<file path="src/design/mlpq_pkg.sv">
// Package for the multi-level priority queue.
// Default sizes, status codes and the response struct; no dependencies.
package mlpq_pkg;

  localparam int NUM_LEVELS_DEF  = 3;
  localparam int LEVEL_DEPTH_DEF = 4;
  localparam int DATA_WIDTH_DEF  = 32;

  localparam int STATUS_W = 2;
  localparam int OLEVEL_W = 2;

  localparam logic [STATUS_W-1:0] ST_OK       = 2'd0;
  localparam logic [STATUS_W-1:0] ST_OVERFLOW = 2'd1;
  localparam logic [STATUS_W-1:0] ST_EMPTY    = 2'd2;

  localparam logic MODE_INSERT = 1'b0;
  localparam logic MODE_REMOVE = 1'b1;

  typedef struct packed {
    logic                strobe;
    logic [STATUS_W-1:0] status;
    logic [OLEVEL_W-1:0] level;
    logic                hit;
  } mlpq_resp_t;

endpackage

</file>
<file path="src/design/mlpq_mem.sv">
// Slot memory of the priority queue: one write port, one read port,
// registered read data. Depends on nothing.
module mlpq_mem #(
  parameter int DEPTH = 12,
  parameter int AW    = 4,
  parameter int DW    = 32
) (
  input  logic          clk,
  input  logic          we,
  input  logic [AW-1:0] waddr,
  input  logic [DW-1:0] wdata,
  input  logic          re,
  input  logic [AW-1:0] raddr,
  output logic [DW-1:0] rdata
);

  logic [DW-1:0] mem [DEPTH];
  logic [DW-1:0] rdata_r;

  always_ff @(posedge clk) begin
    if (we) begin
      mem[waddr] <= wdata;
    end
  end

  always_ff @(posedge clk) begin
    if (re) begin
      rdata_r <= mem[raddr];
    end
  end

  assign rdata = rdata_r;

endmodule

</file>
<file path="src/design/mlpq_ctrl.sv">
// Level pointers, busy bits and priority select of the priority queue.
// Issues slot memory accesses and registers the response; uses mlpq_pkg.
module mlpq_ctrl #(
  parameter int NUM_LEVELS  = 3,
  parameter int LEVEL_DEPTH = 4,
  parameter int DATA_WIDTH  = 32,
  parameter int AW          = 4
) (
  input  logic                   clk,
  input  logic                   rst_n,
  input  logic                   start,
  output logic                   busy,
  input  logic                   in_mode,
  input  logic [1:0]             in_level,
  input  logic [31:0]            in_value,
  output logic                   mem_we,
  output logic [AW-1:0]          mem_waddr,
  output logic [DATA_WIDTH-1:0]  mem_wdata,
  output logic                   mem_re,
  output logic [AW-1:0]          mem_raddr,
  output mlpq_pkg::mlpq_resp_t   resp
);
  import mlpq_pkg::*;

  localparam int LVL_W = (NUM_LEVELS > 1) ? $clog2(NUM_LEVELS) : 1;
  localparam int PTR_W = (LEVEL_DEPTH > 1) ? $clog2(LEVEL_DEPTH) : 1;
  localparam int LW_EXT = (LVL_W > 2) ? LVL_W + 1 : 3;

  logic [PTR_W-1:0]      head_r [NUM_LEVELS];
  logic [PTR_W-1:0]      tail_r [NUM_LEVELS];
  logic [NUM_LEVELS-1:0] lbusy_r;
  logic                  busy_r;
  mlpq_resp_t            resp_r;
  mlpq_resp_t            resp_nxt;

  logic             accept;
  logic             ins;
  logic             lvl_ok;
  logic [LVL_W-1:0] li;
  logic [LVL_W-1:0] rl;
  logic             found;
  logic [LVL_W-1:0] sel;
  logic [PTR_W-1:0] head_sel;
  logic [PTR_W-1:0] tail_sel;
  logic             sel_busy;
  logic             full;
  logic             ins_ok;
  logic             rem_ok;
  logic [PTR_W-1:0] new_tail;
  logic             drain;
  logic [63:0]      val_ext;

  assign accept = start && !busy_r;
  assign busy   = busy_r;
  assign ins    = (in_mode == MODE_INSERT);
  assign li     = LVL_W'(in_level);
  assign lvl_ok = LW_EXT'(in_level) < LW_EXT'(NUM_LEVELS);

  always_comb begin
    rl    = '0;
    found = 1'b0;
    for (int i = NUM_LEVELS - 1; i >= 0; i--) begin
      if (lbusy_r[i]) begin
        rl    = LVL_W'(i);
        found = 1'b1;
      end
    end
  end

  assign sel      = ins ? li : rl;
  assign head_sel = head_r[sel];
  assign tail_sel = tail_r[sel];
  assign sel_busy = lbusy_r[sel];
  assign full     = sel_busy && (tail_sel == PTR_W'(LEVEL_DEPTH - 1));
  assign ins_ok   = accept && ins && lvl_ok && !full;
  assign rem_ok   = accept && !ins && found;
  assign new_tail = sel_busy ? tail_sel + PTR_W'(1) : '0;
  assign drain    = (head_sel >= tail_sel);
  assign val_ext  = 64'($unsigned(in_value));

  assign mem_we    = ins_ok;
  assign mem_waddr = AW'(sel) * AW'(LEVEL_DEPTH) + AW'(new_tail);
  assign mem_wdata = DATA_WIDTH'(val_ext);
  assign mem_re    = rem_ok;
  assign mem_raddr = AW'(sel) * AW'(LEVEL_DEPTH) + AW'(head_sel);

  always_comb begin
    resp_nxt        = '0;
    resp_nxt.strobe = accept;
    priority if (ins) begin
      resp_nxt.status = ins_ok ? ST_OK : ST_OVERFLOW;
    end else if (found) begin
      resp_nxt.status = ST_OK;
      resp_nxt.level  = OLEVEL_W'(rl);
      resp_nxt.hit    = 1'b1;
    end else begin
      resp_nxt.status = ST_EMPTY;
    end
  end

  always_ff @(posedge clk) begin
    if (!rst_n) begin
      busy_r  <= 1'b1;
      lbusy_r <= '0;
      resp_r  <= '0;
      for (int i = 0; i < NUM_LEVELS; i++) begin
        head_r[i] <= '0;
        tail_r[i] <= '0;
      end
    end else begin
      busy_r <= 1'b0;
      resp_r <= resp_nxt;
      if (ins_ok) begin
        tail_r[sel]  <= new_tail;
        lbusy_r[sel] <= 1'b1;
        if (!sel_busy) begin
          head_r[sel] <= '0;
        end
      end else if (rem_ok) begin
        if (drain) begin
          lbusy_r[sel] <= 1'b0;
          head_r[sel]  <= '0;
          tail_r[sel]  <= '0;
        end else begin
          head_r[sel] <= head_sel + PTR_W'(1);
        end
      end
    end
  end

  assign resp = resp_r;

endmodule

</file>
<file path="src/design/multi_level_priority_queue.sv">
// Top level of the multi-level priority queue.
// Instantiates mlpq_ctrl and mlpq_mem; uses mlpq_pkg.
//
// channel  | handshake            | payload
// ---------+----------------------+--------------------------------------
// input    | start / busy         | in_mode, in_level, in_value
// result   | out_strobe           | out_status, out_value, out_level
//
// One item per cycle while busy is low; its result strobes in the cycle after acceptance,
// when the slot memory's registered read data is valid.
// Busy is high during reset and in the cycle after it; otherwise low.
// Level pointers are flops; words sit in a single-port-write, single-read memory.
// The receiver cannot stall: each result is shown for exactly one cycle.
module multi_level_priority_queue #(
  parameter int NUM_LEVELS  = mlpq_pkg::NUM_LEVELS_DEF,
  parameter int LEVEL_DEPTH = mlpq_pkg::LEVEL_DEPTH_DEF,
  parameter int DATA_WIDTH  = mlpq_pkg::DATA_WIDTH_DEF
) (
  input  logic               clk,
  input  logic               rst_n,
  input  logic               start,
  output logic               busy,
  input  logic               in_mode,
  input  logic [1:0]         in_level,
  input  logic signed [31:0] in_value,
  output logic               out_strobe,
  output logic [1:0]         out_status,
  output logic signed [31:0] out_value,
  output logic [1:0]         out_level
);
  import mlpq_pkg::*;

  localparam int DEPTH = NUM_LEVELS * LEVEL_DEPTH;
  localparam int AW    = (DEPTH > 1) ? $clog2(DEPTH) : 1;

  logic                  mem_we;
  logic [AW-1:0]         mem_waddr;
  logic [DATA_WIDTH-1:0] mem_wdata;
  logic                  mem_re;
  logic [AW-1:0]         mem_raddr;
  logic [DATA_WIDTH-1:0] mem_rdata;
  mlpq_resp_t            resp;
  logic [63:0]           rdata_ext;

  mlpq_ctrl #(
    .NUM_LEVELS (NUM_LEVELS),
    .LEVEL_DEPTH(LEVEL_DEPTH),
    .DATA_WIDTH (DATA_WIDTH),
    .AW         (AW)
  ) u_ctrl (
    .clk      (clk),
    .rst_n    (rst_n),
    .start    (start),
    .busy     (busy),
    .in_mode  (in_mode),
    .in_level (in_level),
    .in_value (in_value),
    .mem_we   (mem_we),
    .mem_waddr(mem_waddr),
    .mem_wdata(mem_wdata),
    .mem_re   (mem_re),
    .mem_raddr(mem_raddr),
    .resp     (resp)
  );

  mlpq_mem #(
    .DEPTH(DEPTH),
    .AW   (AW),
    .DW   (DATA_WIDTH)
  ) u_mem (
    .clk  (clk),
    .we   (mem_we),
    .waddr(mem_waddr),
    .wdata(mem_wdata),
    .re   (mem_re),
    .raddr(mem_raddr),
    .rdata(mem_rdata)
  );

  assign rdata_ext  = 64'(mem_rdata);
  assign out_strobe = resp.strobe;
  assign out_status = resp.status;
  assign out_level  = resp.level;
  assign out_value  = resp.hit ? signed'(rdata_ext[31:0]) : '0;

endmodule

</file>
<file path="config.mk">
export PLATFORM = sky130hd
export DESIGN_NAME = multi_level_priority_queue
export DESIGN_NICKNAME = d
export VERILOG_FILES = /design/src/design/mlpq_pkg.sv /design/src/design/mlpq_mem.sv /design/src/design/mlpq_ctrl.sv /design/src/design/multi_level_priority_queue.sv
export SDC_FILE = /design/constraint.sdc
export NUM_CORES = 1
export LEC_CHECK = 0
export BUFFER_PORTS_ARGS = -buffer_cell sky130_fd_sc_hd__buf_4
export CAP_MARGIN = 20
export CORE_ASPECT_RATIO = 0.7
export CORE_MARGIN = 2
export CORE_UTILIZATION = 50
export CTS_CLUSTER_DIAMETER = 30
export CTS_CLUSTER_SIZE = 14
export DETAILED_ROUTE_END_ITERATION = 10
export GPL_TIMING_DRIVEN = 1
export PLACE_DENSITY = 0.67
export SETUP_SLACK_MARGIN = 0.05
export SLEW_MARGIN = 10
export SYNTH_ARGS = -nofsm -noshare
export SYNTH_HDL_FRONTEND = slang
export SYNTH_SLANG_ARGS = --single-unit
</file>
<file path="constraint.sdc">
create_clock -name clk -period 9.5 [get_ports clk]
set_clock_uncertainty 0.05 [all_clocks]
set_input_delay 0.95 -clock clk [delete_from_list [all_inputs] [get_ports clk]]
set_output_delay 0.95 -clock clk [all_outputs]
set_load 0.03 [all_outputs]
</file>
==> run_summary.xml <==
<?xml version="1.0" encoding="UTF-8"?>
<metrics>
  <group name="timing">
    <metric name="report.final.hold_viol_count" unit="">0</metric>
    <metric name="grt_setup_unrepaired" unit="">no</metric>
    <metric name="timing_worst_slew_pin_value" unit="ns">1.10</metric>
    <metric name="max_slew_margin" unit="">0.263</metric>
    <metric name="setup_viol_count_final" unit="">0</metric>
    <metric name="setup_total_negative_slack" unit="ns">0</metric>
    <metric name="period_share" unit="">0.450</metric>
    <metric name="number_of_pins_exceeding_their_max_slew_limit_in_the_final_report" unit="">0</metric>
    <metric name="finalWorstPathRequiredPeriod" unit="ns">4.27</metric>
    <metric name="max_freq" unit="GHz">0.234</metric>
  </group>
  <group name="clocking">
    <metric name="htreeDepth" unit="">3</metric>
    <metric name="insertion_delay" unit="ns">0.58</metric>
    <metric name="clk_pin_slew_worst_paths" unit="ns">0.05</metric>
    <metric name="cts_resized" unit="">0</metric>
    <metric name="cts_sinks" unit="">442</metric>
    <metric name="ctsHoldBuffers" unit="">0</metric>
    <metric name="max-clock-path-buffers" unit="">3</metric>
    <metric name="clk_root_buffer_cell" unit="">sky130_fd_sc_hd__clkbuf_16</metric>
    <metric name="tritoncts_clock_tree" unit="">done</metric>
    <metric name="cts_buffers" unit="">69</metric>
    <metric name="cts.repair_timing.setup_buffer_count" unit="">0</metric>
  </group>
  <group name="placement">
    <metric name="io_buffers" unit="">75</metric>
    <metric name="dpl_cell_area" unit="um2">18700</metric>
    <metric name="placed_wire_length_estimate" unit="um">20200</metric>
    <metric name="place_congestion" unit="">0.866</metric>
  </group>
  <group name="worst_setup_path">
    <metric name="path_class" unit="">in2reg</metric>
    <metric name="critPathMaxFanout" unit="">45</metric>
    <metric name="cp_data_arrival_time" unit="ns">4.49</metric>
    <metric name="ff2ff_setup_slack" unit="ns">5.25</metric>
    <metric name="required" unit="ns">9.71</metric>
    <metric name="setup.worst_path.start_class" unit="">input port</metric>
    <metric name="worstSetupEndpointType" unit="">flop</metric>
  </group>
  <group name="die">
    <metric name="row_count" unit="">57</metric>
    <metric name="core_region_area" unit="um2">34700</metric>
    <metric name="num_io_pins" unit="">76</metric>
    <metric name="fp.dieArea" unit="um2">36700</metric>
    <metric name="dieWidth" unit="um">228</metric>
    <metric name="initial_utilization" unit="">0.508</metric>
    <metric name="chipHeight" unit="um">161</metric>
  </group>
  <group name="synth">
    <metric name="postSynthRegisterBits" unit="">442</metric>
    <metric name="dominantRegCellSynth" unit="">sky130_fd_sc_hd__edfxtp_1</metric>
    <metric name="post_synth_xor_area_fraction" unit="">0.000498</metric>
    <metric name="largest_family_of_logic_cells_by_synthesized_area" unit="">multiplexers</metric>
    <metric name="total_of_warnings_raised_by_yosys" unit="">0</metric>
    <metric name="synthesized_area_fraction_occupied_by_ao_oa_aoi_and_oai_cells" unit="">0.0553</metric>
    <metric name="synth.lib_cells_used.distinct" unit="">47</metric>
    <metric name="synth.avg_cell_area" unit="um2">17.3</metric>
    <metric name="post_synth_instance_area" unit="um2">17600</metric>
    <metric name="sequential_area_share_after_synthesis" unit="">0.748</metric>
    <metric name="syn-instance-count" unit="">1019</metric>
    <metric name="yosys.area_share.simple" unit="">0.0557</metric>
    <metric name="synth_fa_ha_area_frac" unit="">0.00213</metric>
    <metric name="synth.mux.area_fraction" unit="">0.116</metric>
    <metric name="async_flop_share" unit="">0</metric>
    <metric name="number_of_enable_flip_flop_cells_after_synthesis" unit="">432</metric>
  </group>
  <group name="detailed_routing">
    <metric name="route.final.wire_length" unit="um">36700</metric>
    <metric name="remaining_drc_errors" unit="">0</metric>
    <metric name="wire_per_inst" unit="um">22.2</metric>
    <metric name="via_per_inst" unit="">5.60</metric>
    <metric name="detailroute.via_count" unit="">9281</metric>
    <metric name="route.antenna.remaining_nets" unit="">0</metric>
    <metric name="firstDrtPassIters" unit="">5</metric>
    <metric name="detailedRoute.firstIterationViolations" unit="">963</metric>
  </group>
  <group name="global_routing">
    <metric name="groute.usage.overall" unit="">0.203</metric>
    <metric name="grt_antenna_before_repair" unit="">0</metric>
    <metric name="grt_first_pass_wirelength" unit="um">56200</metric>
    <metric name="grt_overflow" unit="">0</metric>
    <metric name="via_count_of_the_first_global_routing_pass" unit="">9244</metric>
    <metric name="grt_max_degree" unit="">65</metric>
  </group>
  <group name="finish">
    <metric name="sequential_cell_area" unit="um2">13200</metric>
    <metric name="layout_cells_sized_above_1" unit="">0.253</metric>
    <metric name="antenna_cells" unit="">0</metric>
    <metric name="nNetsFinal" unit="">1173</metric>
    <metric name="layout.cells.most_common_list" unit="">sky130_fd_sc_hd__edfxtp_1, sky130_fd_sc_hd__mux2i_1, sky130_fd_sc_hd__buf_4</metric>
    <metric name="layout_commonest_cell" unit="">sky130_fd_sc_hd__edfxtp_1</metric>
    <metric name="fill_cell_total_of_the_finished_layout" unit="">2504</metric>
    <metric name="synthesis_to_finish_area_growth" unit="%">20.1</metric>
    <metric name="multiInputGateArea" unit="um2">4180</metric>
    <metric name="final_design_area_no_fill" unit="um2">21100</metric>
  </group>
  <group name="run_status">
    <metric name="outcome" unit="">completed</metric>
  </group>
  <group name="worst_hold_path">
    <metric name="timing.hold.worst.class" unit="">reg2reg</metric>
  </group>
  <group name="pwr">
    <metric name="ir_worst_vdd" unit="uV">179</metric>
    <metric name="power_density_relative_to_cell_area" unit="nW/um2">230</metric>
    <metric name="leakage_power_total" unit="nW">7.27</metric>
  </group>
  <group name="job">
    <metric name="count_of_max_cap_constraint_violations" unit="">0</metric>
  </group>
</metrics>
-- synth_stat cells, drive strengths merged (2+ instances only) --
library cell  count  area [um2]
clkbuf           26         105
nand2            53         199
a21oi             8        40.0
o21ai            12        60.1
nand3             7        35.0
buf              31         257
and2             35         219
a21o              2        15.0
inv               8        30.0
mux2i           130        1300
o22a             32         280
a32oi             4        61.3
and3             34         213
nor3              4        20.0
dfxtp            10         200
o2111ai          32         287
nor2             30         113
or3               2        12.5
a31oi            32         200
nand2b            5        31.3
or2               7        43.8
ha                3        37.5
edfxtp          432       13000
mux2             65         732
nor2b             3        18.8
-- critical path: stages --
cell and delay, ns:
sky130_fd_sc_hd__buf_4 0.17, sky130_fd_sc_hd__nand2b_1 0.22, sky130_fd_sc_hd__and2_1 0.29, sky130_fd_sc_hd__a32oi_4 0.27, sky130_fd_sc_hd__buf_4 0.52, sky130_fd_sc_hd__inv_2 0.54
sky130_fd_sc_hd__ha_1 0.44, sky130_fd_sc_hd__nand2b_1 0.14, sky130_fd_sc_hd__a21oi_1 0.17, sky130_fd_sc_hd__inv_1 0.09, sky130_fd_sc_hd__a21oi_1 0.45, sky130_fd_sc_hd__o21ai_0 0.22
-- through the flow --
| stage | total power [mW] | hold WS (ns) | worst slack [ns] | utilization | cells |
|---|---|---|---|---|---|
| floorplan | 2.37 | 0.459 | 5.00 | - | 1022 |
| global placement | 2.45 | 0.520 | 4.80 | 0.537 | 1524 |
| detailed placement | 2.45 | 0.524 | 4.76 | 0.540 | 1527 |
| CTS | 4.89 | 0.533 | 5.31 | 0.605 | 1651 |
| global route | 5.00 | 0.558 | 4.97 | 0.610 | 1657 |
| finish | 4.86 | 0.532 | 5.23 | 0.610 | 1657 |
-- report_power, final --
group	switching [mW]	leakage, nW	internal [mW]
logic	0.152	2.19	0.0981
clock network	0.909	1.10	1.54
registers	0.00450	3.99	2.16
-- layer usage --
layer / part of all wire / GRT usage / vias to the layer above
li1: - / - / 4262
met1: 0.49 / 0.311 / 4661
met2: 0.44 / 0.292 / 306
met3: 0.057 / 0.0410 / 52
met4: 0.018 / 0.0671 / 0
met5: 0 / 0 / -
-- sequential cells by signal, summed over array words and instances (netlist names), named ones only --
register	count
u_mem.mem	384
u_ctrl.tail_r	8
u_ctrl.busy	1
u_mem.rdata	32
u_ctrl.head_r	8
u_ctrl.resp	6
-- area by class of cell --
type | instances | share of cell area
Tap cell | 472 | 0.0279
Sequential cell | 442 | 0.623
Timing Repair Buffer | 96 | 0.0423
Multi-Input combinational cell | 515 | 0.198
Inverter | 8 | 0.00142
Clock inverter | 45 | 0.0230
Clock buffer | 79 | 0.0845
-- path summary, 6_finish.rpt --
check                   start                   to  depth (start not counted)
setup reg to reg         flop  u_ctrl.tail_r[1][0]                         11
setup / recovery      in_mode  u_ctrl.tail_r[1][0]                         12
hold / removal    u_ctrl.busy       u_ctrl.resp[5]                          2
hold reg to reg   u_ctrl.busy       u_ctrl.resp[5]                          2
-- cells by family (layout without fill, tap and decap cells) --
logic type	count (synthesis)	in the layout
xor gates and xnor gates	1	1
other	1	4
muxes	195	195
and+or+nand+nor	187	187
AOI/OAI and AO/OA	125	125
adders and majority gates	3	3
DFF	442	442
buffers and inverters	65	228
Power figures use the tool's default switching activity.
